===== src/rtl/core/kiss_frame_decoder_core_assert.svh =====
// ----------------------------------------------------------------------------
// KISS frame decoder assertion macros
// Concurrent assertion wrappers clocked on i_clk and disabled during reset.
// Define NO_ASSERTIONS to compile them out.
// ----------------------------------------------------------------------------
`ifndef KISS_FRAME_DECODER_CORE_ASSERT_SVH
`define KISS_FRAME_DECODER_CORE_ASSERT_SVH

`ifndef NO_ASSERTIONS

// Property checked at every enabled clock edge.
`define KFD_ASSERT(label, prop, msg) \
    label: assert property (@(posedge i_clk) disable iff (!i_rst_n) (prop)) \
        else $error(msg);

// Implication form: the consequent must hold in the cycle after the antecedent.
`define KFD_ASSERT_NEXT(label, ante, cons, msg) \
    label: assert property (@(posedge i_clk) disable iff (!i_rst_n) \
        (ante) |=> (cons)) else $error(msg);

`else

`define KFD_ASSERT(label, prop, msg)
`define KFD_ASSERT_NEXT(label, ante, cons, msg)

`endif

`endif


===== src/rtl/core/kfd_pkg.sv =====
// ----------------------------------------------------------------------------
// KISS frame decoder package
// Shared constants, result kinds and transfer types of the decoder.
// ----------------------------------------------------------------------------
package kfd_pkg;

    localparam int LENGTH_BITS_DEF      = 16;
    localparam int MAX_PAYLOAD_W        = 16;
    localparam int MAX_PAYLOAD_RESET    = 1024;

    // Framing bytes.
    localparam logic [7:0] FEND  = 8'hC0;
    localparam logic [7:0] FESC  = 8'hDB;
    localparam logic [7:0] TFEND = 8'hDC;
    localparam logic [7:0] TFESC = 8'hDD;

    // Result kinds.
    localparam logic [1:0] KIND_DATA     = 2'd0;
    localparam logic [1:0] KIND_GOOD     = 2'd1;
    localparam logic [1:0] KIND_OVERFLOW = 2'd2;

    typedef struct packed {
        logic [7:0] data;
        logic [1:0] kind;
    } t_result;

    // Up to two results caused by one received byte, in delivery order.
    typedef struct packed {
        logic [1:0] count;
        t_result    res0;
        t_result    res1;
    } t_dec_out;

endpackage


===== src/rtl/core/kfd_decoder.sv =====
// ----------------------------------------------------------------------------
// KISS frame decoder: framing state and byte decode
// Holds the frame state and turns one received byte into up to two results.
// ----------------------------------------------------------------------------
module kfd_decoder #(
    parameter  int LENGTH_BITS = kfd_pkg::LENGTH_BITS_DEF,
    localparam int MpW = (LENGTH_BITS < kfd_pkg::MAX_PAYLOAD_W) ?
                         LENGTH_BITS : kfd_pkg::MAX_PAYLOAD_W
) (
    input  logic               i_clk,
    input  logic               i_rst_n,
    input  logic               i_step,
    input  logic [7:0]         i_byte,
    input  logic [MpW-1:0]     i_max_payload,
    output kfd_pkg::t_dec_out  o_dec
);
    import kfd_pkg::*;

    localparam int CntW = LENGTH_BITS + 1;

    typedef enum logic [1:0] {
        PH_HUNT    = 2'd0,
        PH_CMD     = 2'd1,
        PH_PAYLOAD = 2'd2
    } t_phase;

    t_phase            r_phase, n_phase;
    logic              r_esc, n_esc;
    logic [CntW-1:0]   r_cnt, n_cnt;
    logic              r_ovf, n_ovf;
    logic              r_seen, n_seen;

    logic [CntW-1:0]   cnt_inc;
    logic [CntW:0]     limit;
    logic              over_inc;
    logic              pre_v;
    logic              main_v;
    t_result           main_res;
    t_result           esc_res;

    assign cnt_inc  = (r_cnt == '1) ? r_cnt : r_cnt + CntW'(1);
    assign limit    = (CntW+1)'(i_max_payload) + (CntW+1)'(2);
    assign over_inc = r_ovf || ((CntW+1)'(cnt_inc) > limit);
    assign esc_res  = '{data: FESC, kind: KIND_DATA};

    always_comb begin
        n_phase  = r_phase;
        n_esc    = r_esc;
        n_cnt    = r_cnt;
        n_ovf    = r_ovf;
        n_seen   = r_seen;
        pre_v    = 1'b0;
        main_v   = 1'b0;
        main_res = '{data: i_byte, kind: KIND_DATA};
        unique case (r_phase)
            PH_CMD: begin
                n_cnt   = cnt_inc;
                n_phase = PH_PAYLOAD;
            end
            PH_PAYLOAD: begin
                n_esc = 1'b0;
                if (r_esc && (i_byte == TFEND || i_byte == TFESC)) begin
                    n_cnt    = cnt_inc;
                    n_ovf    = over_inc;
                    n_seen   = 1'b1;
                    main_v   = !over_inc;
                    main_res = '{data: (i_byte == TFEND) ? FEND : FESC, kind: KIND_DATA};
                end else begin
                    // A lone escape is passed on as data before this byte.
                    pre_v = r_esc && !r_ovf;
                    if (i_byte == FEND) begin
                        main_v   = r_seen;
                        main_res = '{data: 8'h00,
                                     kind: r_ovf ? KIND_OVERFLOW : KIND_GOOD};
                        n_phase  = PH_HUNT;
                    end else begin
                        n_cnt  = cnt_inc;
                        n_ovf  = over_inc;
                        n_seen = 1'b1;
                        n_esc  = (i_byte == FESC);
                        main_v = (i_byte != FESC) && !over_inc;
                    end
                end
            end
            default: begin
                n_phase = PH_HUNT;
                if (i_byte == FEND) begin
                    n_phase = PH_CMD;
                    n_esc   = 1'b0;
                    n_cnt   = CntW'(1);
                    n_ovf   = 1'b0;
                    n_seen  = 1'b0;
                end
            end
        endcase
    end

    always_comb begin
        o_dec = '0;
        if (pre_v) begin
            o_dec.res0  = esc_res;
            o_dec.res1  = main_res;
            o_dec.count = main_v ? 2'd2 : 2'd1;
        end else begin
            o_dec.res0  = main_res;
            o_dec.count = main_v ? 2'd1 : 2'd0;
        end
    end

    always_ff @(posedge i_clk) begin
        if (!i_rst_n) begin
            r_phase <= PH_HUNT;
            r_esc   <= 1'b0;
            r_cnt   <= '0;
            r_ovf   <= 1'b0;
            r_seen  <= 1'b0;
        end else if (i_step) begin
            r_phase <= n_phase;
            r_esc   <= n_esc;
            r_cnt   <= n_cnt;
            r_ovf   <= n_ovf;
            r_seen  <= n_seen;
        end
    end

endmodule


===== src/rtl/core/kfd_result_buf.sv =====
// ----------------------------------------------------------------------------
// KISS frame decoder result register
// Holds the results of one byte and hands them out one transaction at a time.
// ----------------------------------------------------------------------------
module kfd_result_buf (
    input  logic               i_clk,
    input  logic               i_rst_n,
    input  logic               i_load,
    input  kfd_pkg::t_dec_out  i_dec,
    output logic               o_load_ready,
    output logic               o_out_valid,
    input  logic               i_out_ready,
    output kfd_pkg::t_result   o_result,
    output logic               o_last
);
    import kfd_pkg::*;

    t_result     r_res0, r_res1;
    logic [1:0]  r_cnt;
    logic        r_sel;
    logic        take;

    assign o_out_valid  = (r_cnt != 2'd0);
    assign o_result     = r_sel ? r_res1 : r_res0;
    assign o_last       = r_sel || (r_cnt == 2'd1);
    assign take         = o_out_valid && i_out_ready;
    assign o_load_ready = !o_out_valid || (take && o_last);

    always_ff @(posedge i_clk) begin
        if (!i_rst_n) begin
            r_cnt <= 2'd0;
            r_sel <= 1'b0;
        end else if (i_load) begin
            r_cnt <= i_dec.count;
            r_sel <= 1'b0;
        end else if (take) begin
            if (o_last) begin
                r_cnt <= 2'd0;
                r_sel <= 1'b0;
            end else begin
                r_sel <= 1'b1;
            end
        end
    end

    always_ff @(posedge i_clk) begin
        if (i_load) begin
            r_res0 <= i_dec.res0;
            r_res1 <= i_dec.res1;
        end
    end

endmodule


===== src/rtl/core/kiss_frame_decoder_core.sv =====
// ----------------------------------------------------------------------------
// KISS frame decoder core
// The decoder takes one received byte per input transaction, hunts for an
// opening delimiter, drops the command byte and unescapes the payload. It
// issues one result transaction per decoded byte and one end transaction per
// non-empty frame (good, or overflow when the raw frame, delimiters and
// command byte included, is longer than max_payload plus three bytes; bytes
// past that point are dropped). A byte enters an input register, is decoded
// in a single pass into a result register holding up to two results, and the
// results leave one per cycle unless i_out_ready holds them. With no
// back-pressure, a byte that yields at most one result lets a new byte be
// accepted every cycle; a byte that yields two results (a lone escape followed
// by another byte) holds the input side while the output port serializes the
// pair. A byte passes the input register and then the result register before
// its first result appears. max_payload is written through i_cfg_we and
// i_cfg_data and must only change while the decoder is idle.
// ----------------------------------------------------------------------------
`include "kiss_frame_decoder_core_assert.svh"

module kiss_frame_decoder_core #(
    parameter int LENGTH_BITS = kfd_pkg::LENGTH_BITS_DEF
) (
    input  logic                              i_clk,
    input  logic                              i_rst_n,
    // Configuration write.
    input  logic                              i_cfg_we,
    input  logic [kfd_pkg::MAX_PAYLOAD_W-1:0] i_cfg_data,
    // Received byte channel.
    input  logic                              i_in_valid,
    output logic                              o_in_ready,
    input  logic [7:0]                        i_rx_byte,
    // Result channel.
    output logic                              o_out_valid,
    input  logic                              i_out_ready,
    output logic [7:0]                        o_out_byte,
    output logic [1:0]                        o_kind,
    output logic                              o_last_of_run
);
    import kfd_pkg::*;

    // Only the low MpW bits of the written limit (the lesser of LENGTH_BITS and MAX_PAYLOAD_W) take part.
    localparam int MpW = (LENGTH_BITS < MAX_PAYLOAD_W) ? LENGTH_BITS : MAX_PAYLOAD_W;

    logic [MpW-1:0]  r_max_payload;
    logic            r_in_valid;
    logic [7:0]      r_in_byte;
    logic            advance;
    logic            buf_ready;
    t_dec_out        dec;
    t_result         out_res;

    // The limit register is written directly; there is no read-back path.
    always_ff @(posedge i_clk) begin
        if (!i_rst_n) begin
            r_max_payload <= MpW'(MAX_PAYLOAD_RESET);
        end else if (i_cfg_we) begin
            r_max_payload <= i_cfg_data[MpW-1:0];
        end
    end

    // Input register. It moves on whenever the result register can take the
    // decoded results of the byte it holds, so a new transaction is accepted
    // in the same cycle as the held byte is decoded.
    assign advance    = r_in_valid && buf_ready;
    assign o_in_ready = !r_in_valid || buf_ready;

    always_ff @(posedge i_clk) begin
        if (!i_rst_n) begin
            r_in_valid <= 1'b0;
        end else if (o_in_ready) begin
            r_in_valid <= i_in_valid;
        end
    end

    always_ff @(posedge i_clk) begin
        if (o_in_ready && i_in_valid) begin
            r_in_byte <= i_rx_byte;
        end
    end

    // Framing state and single-pass decode of the held byte.
    kfd_decoder #(
        .LENGTH_BITS(LENGTH_BITS)
    ) u_decoder (
        .i_clk         (i_clk),
        .i_rst_n       (i_rst_n),
        .i_step        (advance),
        .i_byte        (r_in_byte),
        .i_max_payload (r_max_payload),
        .o_dec         (dec)
    );

    // Result register: delivers the one or two results of a byte in order.
    kfd_result_buf u_result_buf (
        .i_clk        (i_clk),
        .i_rst_n      (i_rst_n),
        .i_load       (advance),
        .i_dec        (dec),
        .o_load_ready (buf_ready),
        .o_out_valid  (o_out_valid),
        .i_out_ready  (i_out_ready),
        .o_result     (out_res),
        .o_last       (o_last_of_run)
    );

    assign o_out_byte = out_res.data;
    assign o_kind     = out_res.kind;

    // A held byte that cannot be decoded yet must stay in the input register.
    `KFD_ASSERT_NEXT(a_in_hold, r_in_valid && !advance,
        r_in_valid && (r_in_byte == $past(r_in_byte)), "input byte lost while stalled")

    // An end-of-frame result is always the last result of its byte.
    `KFD_ASSERT(a_end_is_last, !o_out_valid || o_kind == KIND_DATA || o_last_of_run,
        "end result not marked last")

    // Two results from one byte only arise from a flushed lone escape.
    `KFD_ASSERT(a_pair_escape,
        !(advance && dec.count == 2'd2) ||
        (dec.res0.kind == KIND_DATA && dec.res0.data == FESC),
        "result pair does not start with an escape byte")

endmodule


===== config.mk =====
export PLATFORM = sky130hd
export DESIGN_NAME = kiss_frame_decoder_core
export DESIGN_NICKNAME = d
export VERILOG_FILES = /design/src/rtl/core/kfd_pkg.sv /design/src/rtl/core/kfd_decoder.sv /design/src/rtl/core/kfd_result_buf.sv /design/src/rtl/core/kiss_frame_decoder_core.sv
export VERILOG_INCLUDE_DIRS = /design/src /design/src/rtl/core
export SDC_FILE = /design/constraint.sdc
export NUM_CORES = 1
export LEC_CHECK = 0
export ABC_AREA = 1
export BUFFER_PORTS_ARGS = -buffer_cell sky130_fd_sc_hd__buf_2
export CAP_MARGIN = 20
export CORE_UTILIZATION = 54
export CTS_CLUSTER_DIAMETER = 60
export DETAILED_ROUTE_END_ITERATION = 8
export GPL_TIMING_DRIVEN = 0
export PLACE_DENSITY = 0.78
export REMOVE_ABC_BUFFERS = 1
export SETUP_SLACK_MARGIN = 0.05
export SLEW_MARGIN = 5
export SYNTH_ARGS = -nofsm -noshare
export SYNTH_HDL_FRONTEND = slang
export SYNTH_SLANG_ARGS = --single-unit
export TNS_END_PERCENT = 10

===== constraint.sdc =====
create_clock -name i_clk -period 2.8 [get_ports i_clk]
set_input_delay 0.84 -clock i_clk [delete_from_list [all_inputs] [get_ports i_clk]]
set_output_delay 0.84 -clock i_clk [all_outputs]
set_load 0.03 [all_outputs]

# Word-level counts from Yosys, hierarchy flattened
# Cells that the tools add are included.
[word_totals]
ram_bits = 0
register_bits = 70
latchBits = 0
romBits = 0
elab_cells = 95
memories = 0
[classes]
div_mod_pow = 0
mux = 37
magnitude_cmp = 1
n_shift = 0
add_sub_neg = 2
n_mul = 0
reduce_logical = 27
bitwise = 2
n_eq_ne = 12
[op_table]
columns = ["op", "count"]
rows = [
  ["17-bit two-way mux", 4],
  ["10-bit two-way mux", 4],
  ["17-bit one-hot mux with 2 select lines", 1],
  ["8-bit == test (second input constant)", 4],
  ["17-bit by 18-bit greater-than comparator with 1-bit output", 1],
  ["16-bit by 2-bit adder with 17-bit output (second input constant)", 1],
  ["17-bit by 1-bit adder with 17-bit output (second input constant)", 1],
  ["17-bit == test (second input constant)", 1],
  ["1-bit two-way mux", 15],
  ["2-bit two-way mux", 7],
  ["12-bit two-way mux", 1],
  ["3-bit AND reduction", 3],
  ["8-bit inequality test (second input constant)", 1],
  ["2-bit nonzero test", 4],
  ["1-bit logical AND", 7],
  ["1-bit one-hot mux with 2 select lines", 3],
  ["1-bit logical OR", 5],
  ["5-bit two-way mux", 1],
  ["2-bit by 1-bit == test with 1-bit output (second input constant)", 2],
  ["1-bit zero test", 4],
  ["2-bit one-hot mux with 2 select lines", 1],
  ["4-bit AND reduction", 1],
  ["3-bit by 2-bit inequality test with 1-bit output (second input constant)", 1],
  ["3-bit nonzero test", 1],
  ["other kinds (6)", 7],
]

# Longest topological paths before layout
# Gate-level depths: netlist of run 1.
[logic_depth]
ltp_word = 12
depth_mapped = 23
ltp_nobuf = 22

# Cells and area by module
# A second synthesis of run 1 with hierarchy kept.
[unflattened]
cells_unflattened = 533
hier_area_um2 = 4018.9
[by_module_without_submodules]
columns = ["mod", "instances", "cells_per_inst", "area_each_um2"]
rows = [
  ["kfd_decoder", 1, 372, 2290.9],
  ["kfd_result_buf", 1, 76, 887.1],
  ["kiss_frame_decoder_core", 1, 85, 840.8],
]

# Least setup slack after synthesis of run 1
# No wires, ideal clock.
[synth_path]
kind = "flip-flop to flip-flop"
from = "register r_max_payload[1]"
to = "register u_result_buf.r_cnt[0]"
arrival_ps = 2446
n_path_buf = 0
stages_incl_launch_ff = 19
slack_ps = 230
cell_sequence = "dfxtp_1 -> ha_1 -> nand2_1 -> nor4_1 -> nand3_1 -> xor2_1 -> ha_1 -> nand2_1 -> nor2_1 -> nand3_1 -> nor2_1 -> nor2_1 -> nand2_1 -> nand2_1 -> nand3_1 -> nand2_1 -> ha_1 -> nand3_1 -> o21ai_0"
[synth_between]
elab_chain_len = 11
elab_cells_between_ends = 12
[synth_lines]
columns = ["element", "line_no", "source"]
rows = [
  ["start, declared", "kiss_frame_decoder_core.sv:44", "logic [MpW-1:0] r_max_payload;"],
  ["start signal, assigned", "kiss_frame_decoder_core.sv:55", "r_max_payload <= MpW'(MAX_PAYLOAD_RESET);"],
  ["start signal, assigned", "kiss_frame_decoder_core.sv:57", "r_max_payload <= i_cfg_data[MpW-1:0];"],
  ["16-bit by 2-bit adder with 17-bit output *", "kfd_decoder.sv:42", "assign limit = (CntW+1)'(i_max_payload) + (CntW+1)'(2);"],
  ["17-bit by 18-bit greater-than comparator with 1-bit output *", "kfd_decoder.sv:43", "assign over_inc = r_ovf || ((CntW+1)'(cnt_inc) > limit);"],
  ["1-bit logical OR *", "kfd_decoder.sv:43", ""],
  ["1-bit zero test *", "kfd_decoder.sv:66, kfd_decoder.sv:81", ""],
  ["1-bit logical AND", "kfd_decoder.sv:81", "main_v = (i_byte != FESC) && !over_inc;"],
  ["1-bit two-way mux", "kfd_decoder.sv:71", "if (i_byte == FEND) begin"],
  ["1-bit two-way mux *", "kfd_decoder.sv:62", "if (r_esc && (i_byte == TFEND || i_byte == TFESC)) begin"],
  ["1-bit two-way mux *", "kfd_decoder.sv:55", "unique case (r_phase)"],
  ["1-bit two-way mux or 2-bit two-way mux (tied branches)", "kfd_decoder.sv:106, kfd_decoder.sv:103", ""],
  ["12-bit two-way mux *", "kfd_decoder.sv:100", "if (pre_v) begin"],
  ["2-bit two-way mux *", "kfd_result_buf.sv:33", "end else if (i_load) begin"],
  ["end signal, assigned", "kfd_result_buf.sv:34", "r_cnt <= i_dec.count;"],
  ["end, declared", "kfd_result_buf.sv:19", "logic [1:0] r_cnt;"],
]
# Every way passes the cells marked *; elsewhere a longest branch is shown, timed or not.
# A chain may end at the register's enable or synchronous reset.

# Final worst setup path of run 1
[layout_path]
from = "register u_decoder.r_cnt[1]"
to = "register u_result_buf.r_cnt[0]"
[layout_between]
elab_chain_len = 12
elab_cells_between_ends = 14
[layout_lines]
columns = ["element", "line_no", "source"]
rows = [
  ["start, declared", "kfd_decoder.sv:29", "logic [CntW-1:0] r_cnt, n_cnt;"],
  ["start signal, assigned", "kfd_decoder.sv:120", "r_cnt <= n_cnt;"],
  ["17-bit by 1-bit adder with 17-bit output or 17-bit == test (tied branches)", "kfd_decoder.sv:41", "assign cnt_inc = (r_cnt == '1) ? r_cnt : r_cnt + CntW'(1);"],
  ["17-bit two-way mux *", "kfd_decoder.sv:41", ""],
  ["17-bit by 18-bit greater-than comparator with 1-bit output *", "kfd_decoder.sv:43", ""],
  ["1-bit logical OR *", "kfd_decoder.sv:43", ""],
  ["1-bit zero test *", "kfd_decoder.sv:66, kfd_decoder.sv:81", ""],
  ["1-bit logical AND", "kfd_decoder.sv:81", ""],
  ["1-bit two-way mux", "kfd_decoder.sv:71", ""],
  ["1-bit two-way mux *", "kfd_decoder.sv:62", ""],
  ["1-bit two-way mux *", "kfd_decoder.sv:55", ""],
  ["1-bit two-way mux or 2-bit two-way mux (tied branches)", "kfd_decoder.sv:106, kfd_decoder.sv:103", ""],
  ["12-bit two-way mux *", "kfd_decoder.sv:100", ""],
  ["2-bit two-way mux *", "kfd_result_buf.sv:33", ""],
]
# Marks and branches as above.

==> results.cfg, run 1 <==
[run_status]
status = finished, violations left
violations = setup timing

[synth]
syn_inst = 541
synth_top_family_by_area = simple AND/OR/NAND/NOR gates
ys_seq_area_frac = 0.406
synthAdderAreaFrac = 0.0664
synthMuxAreaShare = 0
synth_seq_cells = 70
yosys_warnings = 0
synth_compound_area_frac = 0.0891
synth_cell_type_count = 32
synthFlopType = dfxtp_1
synth-edff-count = 28
avgSynthCellArea_sq_um = 7.66
synthSimpleGateAreaFrac = 0.323
yosys.area_share.xor_xnor = 0.0465
synthesis.area_sq_um = 4140
synthArstFlopShare = 0

[sta]
fin_skew_ns = 0.0123
hold_viol = 0
worstMarginPinSlew_ns = 0.964
relSlewSlack = 0.357
rsz0062_at_grt = yes
setup_ws_ns = -0.0731
finalMaxSlewViolations = 0
min_period_ns = 2.87
period_share = 1.03
setup_viol = 1
fmax_ghz = 0.348
hold-worst-slack_ns = 0.510

[cells_and_area]
fin_util = 0.693
num-nets-final = 646
diodes = 0
area_growth_syn_to_layout_pct = 22.6
fillCellCount = 543
drive_gt1_frac = 0.288

[drt]
wl_met1_um = 4530
routed-via-count = 3886
maxUsedRoutingLayer = met4
wl_per_cell_um = 15.2
wl_met3_um = 640
wl_um = 10600
remaining_drc_errors = 0
wl_met2_um = 5190
dr.pass1.iters = 5
first_iter_violations = 298
ant_nets = 0
vias_per_cell = 5.56

[critical_path]
start_kind = flop
critPathKind = flop to flop
cpPeakStageDelay_ns = 0.39
worstPathCellList = ha_4 > nand2_4 > nor2_4 > nand2_4 > nor2_4 > buf_12 > nand2_8 > buf_6 > nand2_4 > ha_4 > nand2_1 > nand2_1 > nand2_1 > nand2_1 > nand2_1 > nand2_1 > nand2_1 > nand2_1 > nand2_1 > nand3_1 > nand2_1 > ha_1 > nand3_1 > o21ai_1
crit_path_frequent_cell = nand2_1
crit_required_ns = 3.05
crit_path_end_kind = flop
cp.arrival_ns = 3.13
slowest_stage = dfxtp_4
cp_max_fo = 8

[die]
initial_utilization = 0.565
ioPinCount = 42
die-area_sq_um = 8030
core_sq_um = 7330
die_w_um = 89.6
die_h_um = 89.6
rows = 31

[global_route]
first_global_vias = 3411
antenna_found_initial = 0
grt_overflow = 0
grt_start_max_net_pins = 24
grt_usage = 0.250
grt_pass1_wl_um = 15200

[flow_run]
cap_violations = 0

[pwr]
peakVddDrop_uv = 303
p_leak_nw = 2.17
finalPower_mw = 2.17
power_density_nw_per_um2 = 427

[clock_tree]
cts.clk_slew.worst_paths_ns = 0.09
ctsHoldBuffers = 0
tritoncts = yes
cts-htree-levels = 3
clockBufferDepth = 2
root_buffer = clkbuf_8
cts_sinks = 70
cts_buffers = 9
clk_latency_ns = 0.37

[placed_design]
gp_congestion = 0.879
port_buffers = 41
place_ws_ns = -0.226
dp_hpwl_um = 6360

[hold_path]
hold_path.class = flop to flop
path summary, 6_finish.rpt:
kind	endpoint	start	cells after the start	slack [ns]
setup / recovery	u_result_buf.r_cnt[0]	u_decoder.r_cnt[1]	24	-0.07
hold / removal	u_decoder.r_esc	u_decoder.r_esc	2	0.51
setup reg to reg	u_result_buf.r_cnt[0]	u_decoder.r_cnt[1]	24	-0.07
hold reg to reg	u_decoder.r_esc	u_decoder.r_esc	2	0.51
sequential cells by signal, summed over array words and instances (netlist names):
| name | cells |
|---|---|
| r_in_byte | 8 |
| r_in_valid | 1 |
| u_decoder.r_phase | 2 |
| u_result_buf.r_res0 | 10 |
| u_decoder.r_cnt | 17 |
| r_max_payload | 16 |
| u_result_buf.r_sel | 1 |
| u_decoder.r_ovf | 1 |
| u_result_buf.r_res1 | 10 |
| u_decoder.r_esc | 1 |
| u_result_buf.r_cnt | 2 |
| u_decoder.r_seen | 1 |
routing by layer:
| metal | up-vias | track usage |
|---|---|---|
| met5 | - | 0 |
| met4 | 0 | 0.0967 |
| met3 | 33 | 0.0466 |
| met2 | 164 | 0.419 |
| met1 | 1831 | 0.322 |
| li1 | 1858 | - |
power by group:
group | internal (mW) | switching [mW] | total [mW]
logic | 0.0759 | 0.154 | 0.230
clock network | 0.343 | 0.469 | 0.812
registers | 1.10 | 0.0308 | 1.13
worst max-delay path: cells and delay by family (launching register included):
| family | cells | cell delay [ns] |
|---|---|---|
| simple gates | 18 | 1.41 |
| fa+ha+maj | 3 | 0.60 |
| flops | 1 | 0.39 |
| buf+inv | 2 | 0.28 |
| compound gates | 1 | 0.08 |
cell families (layout without fill, tap and decap cells):
group / count (synthesis) / after routing
AO/OA/AOI/OAI: 66 / 66
XOR/XNOR: 22 / 22
other: 1 / 1
flip-flops: 70 / 70
adder cells (fa/ha/maj): 22 / 22
buffers and inverters: 67 / 125
AND/OR/NAND/NOR: 293 / 294
cells in the mapped netlist, types with 3 or more instances:
| cell type | instances | share of area |
|---|---|---|
| a21oi_1 | 28 | 0.034 |
| a21oi_2 | 9 | 0.019 |
| clkbuf_1 | 9 | 0.0082 |
| dfxtp_1 | 42 | 0.20 |
| edfxtp_1 | 28 | 0.20 |
| ha_1 | 22 | 0.066 |
| inv_1 | 50 | 0.045 |
| inv_2 | 4 | 0.0036 |
| nand2_1 | 147 | 0.13 |
| nand2_2 | 18 | 0.027 |
| nand2_4 | 7 | 0.019 |
| nand3_1 | 24 | 0.029 |
| nand4_1 | 8 | 0.012 |
| nor2_1 | 64 | 0.058 |
| nor2_4 | 4 | 0.011 |
| nor3_1 | 12 | 0.014 |
| o21ai_0 | 27 | 0.033 |
| xnor2_1 | 3 | 0.0063 |
| xor2_1 | 19 | 0.040 |
metrics by stage:
| step | std cells | TNS, ns | area, sq um |
|---|---|---|---|
| floorplan | 528 | 0 | 4070 |
| global placement | 668 | -0.813 | 4390 |
| detailed placement | 668 | -2.39 | 4390 |
| CTS | 694 | 0 | 4780 |
| global route | 699 | -0.355 | 5080 |
| finish | 699 | -0.0731 | 5080 |
repair_timing:
action | 4_1_cts | 5_1_grt
buffers inserted | 9 | 5
cloned | 1 | 0
gates resized for setup | 26 | 60
pin swaps | 7 | 25
endpoints found under the hold margin | 0 | 0
endpoints found under the setup margin | 19 | 2
area by class of cell:
cell class	instances	area, sq um	area share
sequential	70	1700	0.335
multi-input combinational	405	2520	0.496
inverter	54	206	0.0406
timing repair buffer	55	338	0.0665
clock buffer	9	124	0.0244
clock inverter	7	63.8	0.0126
tap	99	124	0.0244
placed cells by master, fill, tap and decap left out, drive strengths merged, types with 19 or more instances in the layout:
master  instances
nand2         173
buf            55
inv            58
nor2           69
a21oi          37
edfxtp         28
ha             22
dfxtp          42
o21ai          27
xor2           19
nand3          25
Note: power is estimated with default switching activity, not from simulation.
==> inputs of run 2 (changes only) <==
- ABC_AREA: 1 -> unset
- CORE_UTILIZATION: 54 -> 53
- PLACE_DENSITY: 0.78 -> 0.77
==> results.cfg, run 2 <==
[run_status]
status = finished, violations left
violations = setup timing

[cells_and_area]
drive_gt1_frac = 0.337
area_growth_syn_to_layout_pct = 24.0
final_common_cell = buf_2
layout_common_cells = 42 x buf_2, 36 x buf_4, 30 x nand2_1
num-nets-final = 539
largest_register_ffs = 17
top_register = u_decoder.r_cnt
top_regs = u_decoder.r_cnt (17), r_max_payload (16)
fin_util = 0.687
diodes = 0

[critical_path]
slowest_stage = dfxtp_4
cp.arrival_ns = 3.45
cpPeakStageDelay_ns = 0.35
crit_path_end_kind = flop
crit_path_frequent_cell = ha_1
cp_max_fo = 6
crit_required_ns = 3.04
worstReg2RegStart = u_decoder.r_cnt[8]
critPathKind = flop to flop
start_kind = flop
rr_worst_depth = 14
critPathLaunch = u_decoder.r_cnt[8]
worstPathCellList = and4_4 > and3_4 > nand4_4 > nand4_1 > xnor2_2 > ha_1 > a21oi_1 > nor3_2 > o41ai_2 > a22o_1 > o2bb2ai_2 > ha_1 > a22oi_1 > nor2b_1

[sta]
finalMaxSlewViolations = 0
fmax_ghz = 0.312
min_period_ns = 3.21
setup_viol = 2
worstMarginPinSlew_ns = 0.609
setup_ws_ns = -0.408
hold_viol = 0
rsz0062_at_grt = yes
period_share = 1.15
relSlewSlack = 0.593
fin_skew_ns = 0.0116
tns_ns = -0.646

[hold_path]
hp-start = u_decoder.r_cnt[5]
hold_path.class = flop to flop
whs_path_depth = 2

[global_route]
grt_start_max_net_pins = 38
grt_usage = 0.237
first_global_vias = 3216
grt_pass1_wl_um = 14300
antenna_found_initial = 0
grt_overflow = 0

[synth]
ys_top_cells_by_count = 42 x dfxtp_1, 36 x nand2_1, 28 x edfxtp_1
synth_seq_cells = 70
synth_cell_type_count = 62
yosys_warnings = 0
synthArstFlopShare = 0
synthFlopType = dfxtp_1
synth_top_area_cell = dfxtp_1
yosys-top-cells-area = dfxtp_1 21%, edfxtp_1 21%, ha_1 6.8%, mux2i_1 4.2%, xnor2_1 3.9%
avgSynthCellArea_sq_um = 9.71
synth-edff-count = 28
synthesis.area_sq_um = 4040
synth_most_common_cell = dfxtp_1
yosysTopAreaCellShare = 0.208
ys_seq_area_frac = 0.416
syn_inst = 416

[pwr]
internal_power_mw = 1.48
p_leak_nw = 2.04
peakVddDrop_uv = 217
power_density_nw_per_um2 = 399
combPwrFrac = 0.075
swShare = 0.258
p_switching_mw = 0.515
clkPwrFrac = 0.367
sequentialPowerShare = 0.559

[placed_design]
port_buffers = 41
dp_hpwl_um = 5510
place_ws_ns = -0.895
gp_congestion = 0.835

[flow_run]
cap_violations = 0

[die]
ioPinCount = 42
die_w_um = 89.3
die-area_sq_um = 7980
die_h_um = 89.3
core_sq_um = 7290
initial_utilization = 0.554
rows = 31

[drt]
routed-via-count = 3360
remaining_drc_errors = 0
wl_um = 8840
ant_nets = 0
wl_per_cell_um = 14.9
dr.pass1.iters = 4
vias_per_cell = 5.68
first_iter_violations = 232

[clock_tree]
tritoncts = yes
cts-htree-levels = 3
clockBufferDepth = 2
root_buffer = clkbuf_8
clk_latency_ns = 0.35
cts_sinks = 70
cts_buffers = 9
cts.clk_slew.worst_paths_ns = 0.08
## run 2: critical path: cells and delay by family (launching register included)
| family | cells | cell delay (ns) |
|---|---|---|
| XOR/XNOR | 1 | 0.15 |
| adder cells (fa/ha/maj) | 2 | 0.52 |
| AND/OR/NAND/NOR | 6 | 0.99 |
| AO/OA/AOI/OAI | 5 | 1.07 |
| flip-flops | 1 | 0.35 |
## run 2: path summary, 6_finish.rpt
path                            slack [ns]               endpoint
worst max register to register       -0.41  u_result_buf.r_cnt[0]
worst max-delay path                 -0.41  u_result_buf.r_cnt[0]
worst min register to register        0.48     u_decoder.r_cnt[5]
worst min-delay path                  0.48     u_decoder.r_cnt[5]
## run 2: what timing repair did
action / 4_1_cts / 5_1_grt
cloned: 2 / 0
hold buffers: 0 / 0
buffers inserted: 26 / 10
pin swaps: 24 / 21
setup endpoints to repair: 3 / 3
resized for setup: 52 / 17
## run 2: cells by family (layout without fill, tap and decap cells)
family          after synthesis  count (layout)  share of synthesized area
buf+inv                      31             106                     0.0322
simple gates                155             157                      0.214
xor+xnor                     27              27                     0.0585
compound gates               82              82                      0.137
other cells                   1               1                   0.000928
fa+ha+maj                    22              22                     0.0681
mux                          28              28                     0.0728
flops                        70              70                      0.416
## run 2: metal layers
| metal | track usage | up-vias | wire length (um) |
|---|---|---|---|
| li1 | - | 1674 | - |
| met3 | 0.0314 | 17 | 389 |
| met5 | 0 | - | 0 |
| met2 | 0.427 | 93 | 4640 |
| met1 | 0.273 | 1576 | 3640 |
| met4 | 0.126 | 0 | 170 |
## run 2: per-stage QoR
step | hold slack, ns | total power [mW] | cells | instance area, sq um
after floorplan | 0.458 | 1.23 | 397 | 3960
after global placement | 0.473 | 1.28 | 537 | 4280
after detailed placement | 0.485 | 1.29 | 538 | 4290
after CTS | 0.486 | 2.00 | 582 | 4860
after global routing | 0.491 | 2.07 | 592 | 5010
final | 0.482 | 2.00 | 592 | 5010
## run 2: power by group through the flow
stage / registers (mW) / logic, mW / clock network [mW]
3_5_place_dp: 1.15 / 0.141 / 0
2_1_floorplan: 1.14 / 0.0922 / 0
4_1_cts: 1.11 / 0.144 / 0.737
5_1_grt: 1.12 / 0.166 / 0.779
6_report: 1.11 / 0.149 / 0.732
3_3_place_gp: 1.14 / 0.136 / 0
## run 2: cell type report
| cell class | instances | area [sq um] |
|---|---|---|
| multi-input combinational | 317 | 2460 |
| fill | 566 | 2280 |
| sequential | 70 | 1720 |
| timing repair buffer | 78 | 480 |
| clock buffer | 10 | 128 |
| tap | 99 | 124 |
| clock inverter | 6 | 45.0 |
| inverter | 12 | 45.0 |
==> inputs of run 3 (changes only) <==
- CORE_ASPECT_RATIO: unset -> 1.5
- SKIP_LAST_GASP: unset -> 1
- TNS_END_PERCENT: 10 -> 5
==> results.cfg, run 3 (synthesis gave the netlist of run 2 again) <==
[run_status]
status = finished, violations left
violations = setup timing

[global_route]
grt_pass1_wl_um = 14700
antenna_found_initial = 0
grt_start_max_net_pins = 38
grt_usage = 0.246
first_global_vias = 3443
grt_overflow = 0

[clock_tree]
root_buffer = clkbuf_8
cts_buffers = 9
tritoncts = yes
clockBufferDepth = 2
clk_latency_ns = 0.36
cts.clk_slew.worst_paths_ns = 0.07
cts-htree-levels = 3
ctsHoldBuffers = 0
cts_sinks = 70

[drt]
wl_um = 9380
ant_nets = 0
wl_per_cell_um = 15.7
routed-via-count = 3411
vias_per_cell = 5.71
first_iter_violations = 150
dr.pass1.iters = 4
remaining_drc_errors = 0

[critical_path]
worstPathCellList = and3_4 > and3_4 > buf_4 > a311o_1 > xnor2_1 > ha_1 > a21oi_2 > nor3_4 > a2111oi_4 > a22o_1 > o2bb2ai_2 > ha_1 > a22oi_1 > nor2b_1
crit_required_ns = 3.06
worstReg2RegStart = u_decoder.r_cnt[13]
r2r_end = u_result_buf.r_cnt[0]
r2r_slack_ns = -0.48
cpPeakStageDelay_ns = 0.41
cp.arrival_ns = 3.54
cp_max_fo = 5
critPathKind = flop to flop
critPathLaunch = u_decoder.r_cnt[13]
start_kind = flop
rr_worst_depth = 14
crit_path_end_kind = flop
crit_end = u_result_buf.r_cnt[0]
slowest_stage = a311o_1

[die]
die_w_um = 73.3
die-area_sq_um = 7980
ioPinCount = 42
die_h_um = 109
initial_utilization = 0.552
core_sq_um = 7320
rows = 38

[placed_design]
dp_hpwl_um = 5860
place_area_sq_um = 4290
gp_congestion = 0.907
place_ws_ns = -1.02
port_buffers = 41

[sta]
min_period_ns = 3.28
tns_ns = -1.20
setup_viol = 3
fin_skew_ns = 0.00819
fmax_ghz = 0.305
setup_ws_ns = -0.475
rsz0062_at_grt = yes
hold-worst-slack_ns = 0.490
worstMarginPinSlew_ns = 0.626
hold_viol = 0
period_share = 1.17
finalMaxSlewViolations = 0
relSlewSlack = 0.582

[cells_and_area]
fin_util = 0.700
num-nets-final = 543
fillCellCount = 553
top_regs = u_decoder.r_cnt (17), r_max_payload (16)
multiInputGateArea_sq_um = 2480
diodes = 0
regArea_sq_um = 1720
final_common_cell = buf_2
largest_register_ffs = 17
finalInstanceArea_sq_um = 5120
drive_gt1_frac = 0.338
layout_common_cells = 42 x buf_2, 39 x buf_4, 33 x nand2_1
top_register = u_decoder.r_cnt
area_growth_syn_to_layout_pct = 26.9

[pwr]
peakVddDrop_uv = 345
p_leak_nw = 2.06
power_density_nw_per_um2 = 419

[flow_run]
cap_violations = 0

[hold_path]
hold_path.class = flop to flop
-- run 3: layout make-up --
type | instances | share of cell area
clock inverters | 5 | 0.0146
well taps | 100 | 0.0244
flip-flops and latches | 70 | 0.336
multi-input cells | 315 | 0.484
repair buffers | 84 | 0.106
clock buffers | 11 | 0.0256
inverters | 12 | 0.00879
-- run 3: where the power goes --
group          switching [mW]  total, mW  internal (mW)  leakage [nW]
Clock                   0.381      0.878          0.496        0.0986
Sequential             0.0300       1.12           1.09         0.624
Combinational          0.0845      0.155         0.0708          1.34
Total                   0.496       2.15           1.65          2.06
-- run 3: layer usage --
layer | share of wire | wire (um) | GRT usage
met2 | 0.56 | 5270 | 0.489
met3 | 0.031 | 287 | 0.0370
met5 | 0 | 0 | 0
met4 | 0.043 | 407 | 0.176
met1 | 0.36 | 3410 | 0.212
-- run 3: repair_timing --
action,4_1_cts,5_1_grt
gates resized for setup,51,25
pin swaps,21,18
buffers inserted,37,6
endpoints found under the setup margin,3,4
cloned,0,0
endpoints found under the hold margin,0,0
-- run 3: worst min path at each step --
stage	cells after the start	to	from	slack, ns
finish	2	u_decoder.r_cnt[5]	u_decoder.r_cnt[5]	0.49
global route	2	u_decoder.r_cnt[5]	u_decoder.r_cnt[5]	0.52
CTS	2	u_decoder.r_cnt[5]	u_decoder.r_cnt[5]	0.48
detailed placement	2	u_decoder.r_cnt[5]	u_decoder.r_cnt[5]	0.48
global placement	2	u_decoder.r_phase[0]	u_decoder.r_phase[0]	0.47
floorplan	2	u_decoder.r_phase[0]	u_decoder.r_phase[0]	0.46
-- run 3: stage by stage --
| step | power, mW | std cells |
|---|---|---|
| final | 2.15 | 597 |
| after global routing | 2.22 | 597 |
| after CTS | 2.16 | 592 |
| after detailed placement | 1.29 | 539 |
| after global placement | 1.28 | 538 |
| after floorplan | 1.23 | 397 |
-- run 3: critical path: cells and delay by family (launching register included) --
kind	cells	cell delay [ns]
AO/OA/AOI/OAI	6	1.43
flip-flops	1	0.34
adder cells (fa/ha/maj)	2	0.58
XOR/XNOR	1	0.16
buffers and inverters	1	0.16
AND/OR/NAND/NOR	4	0.49
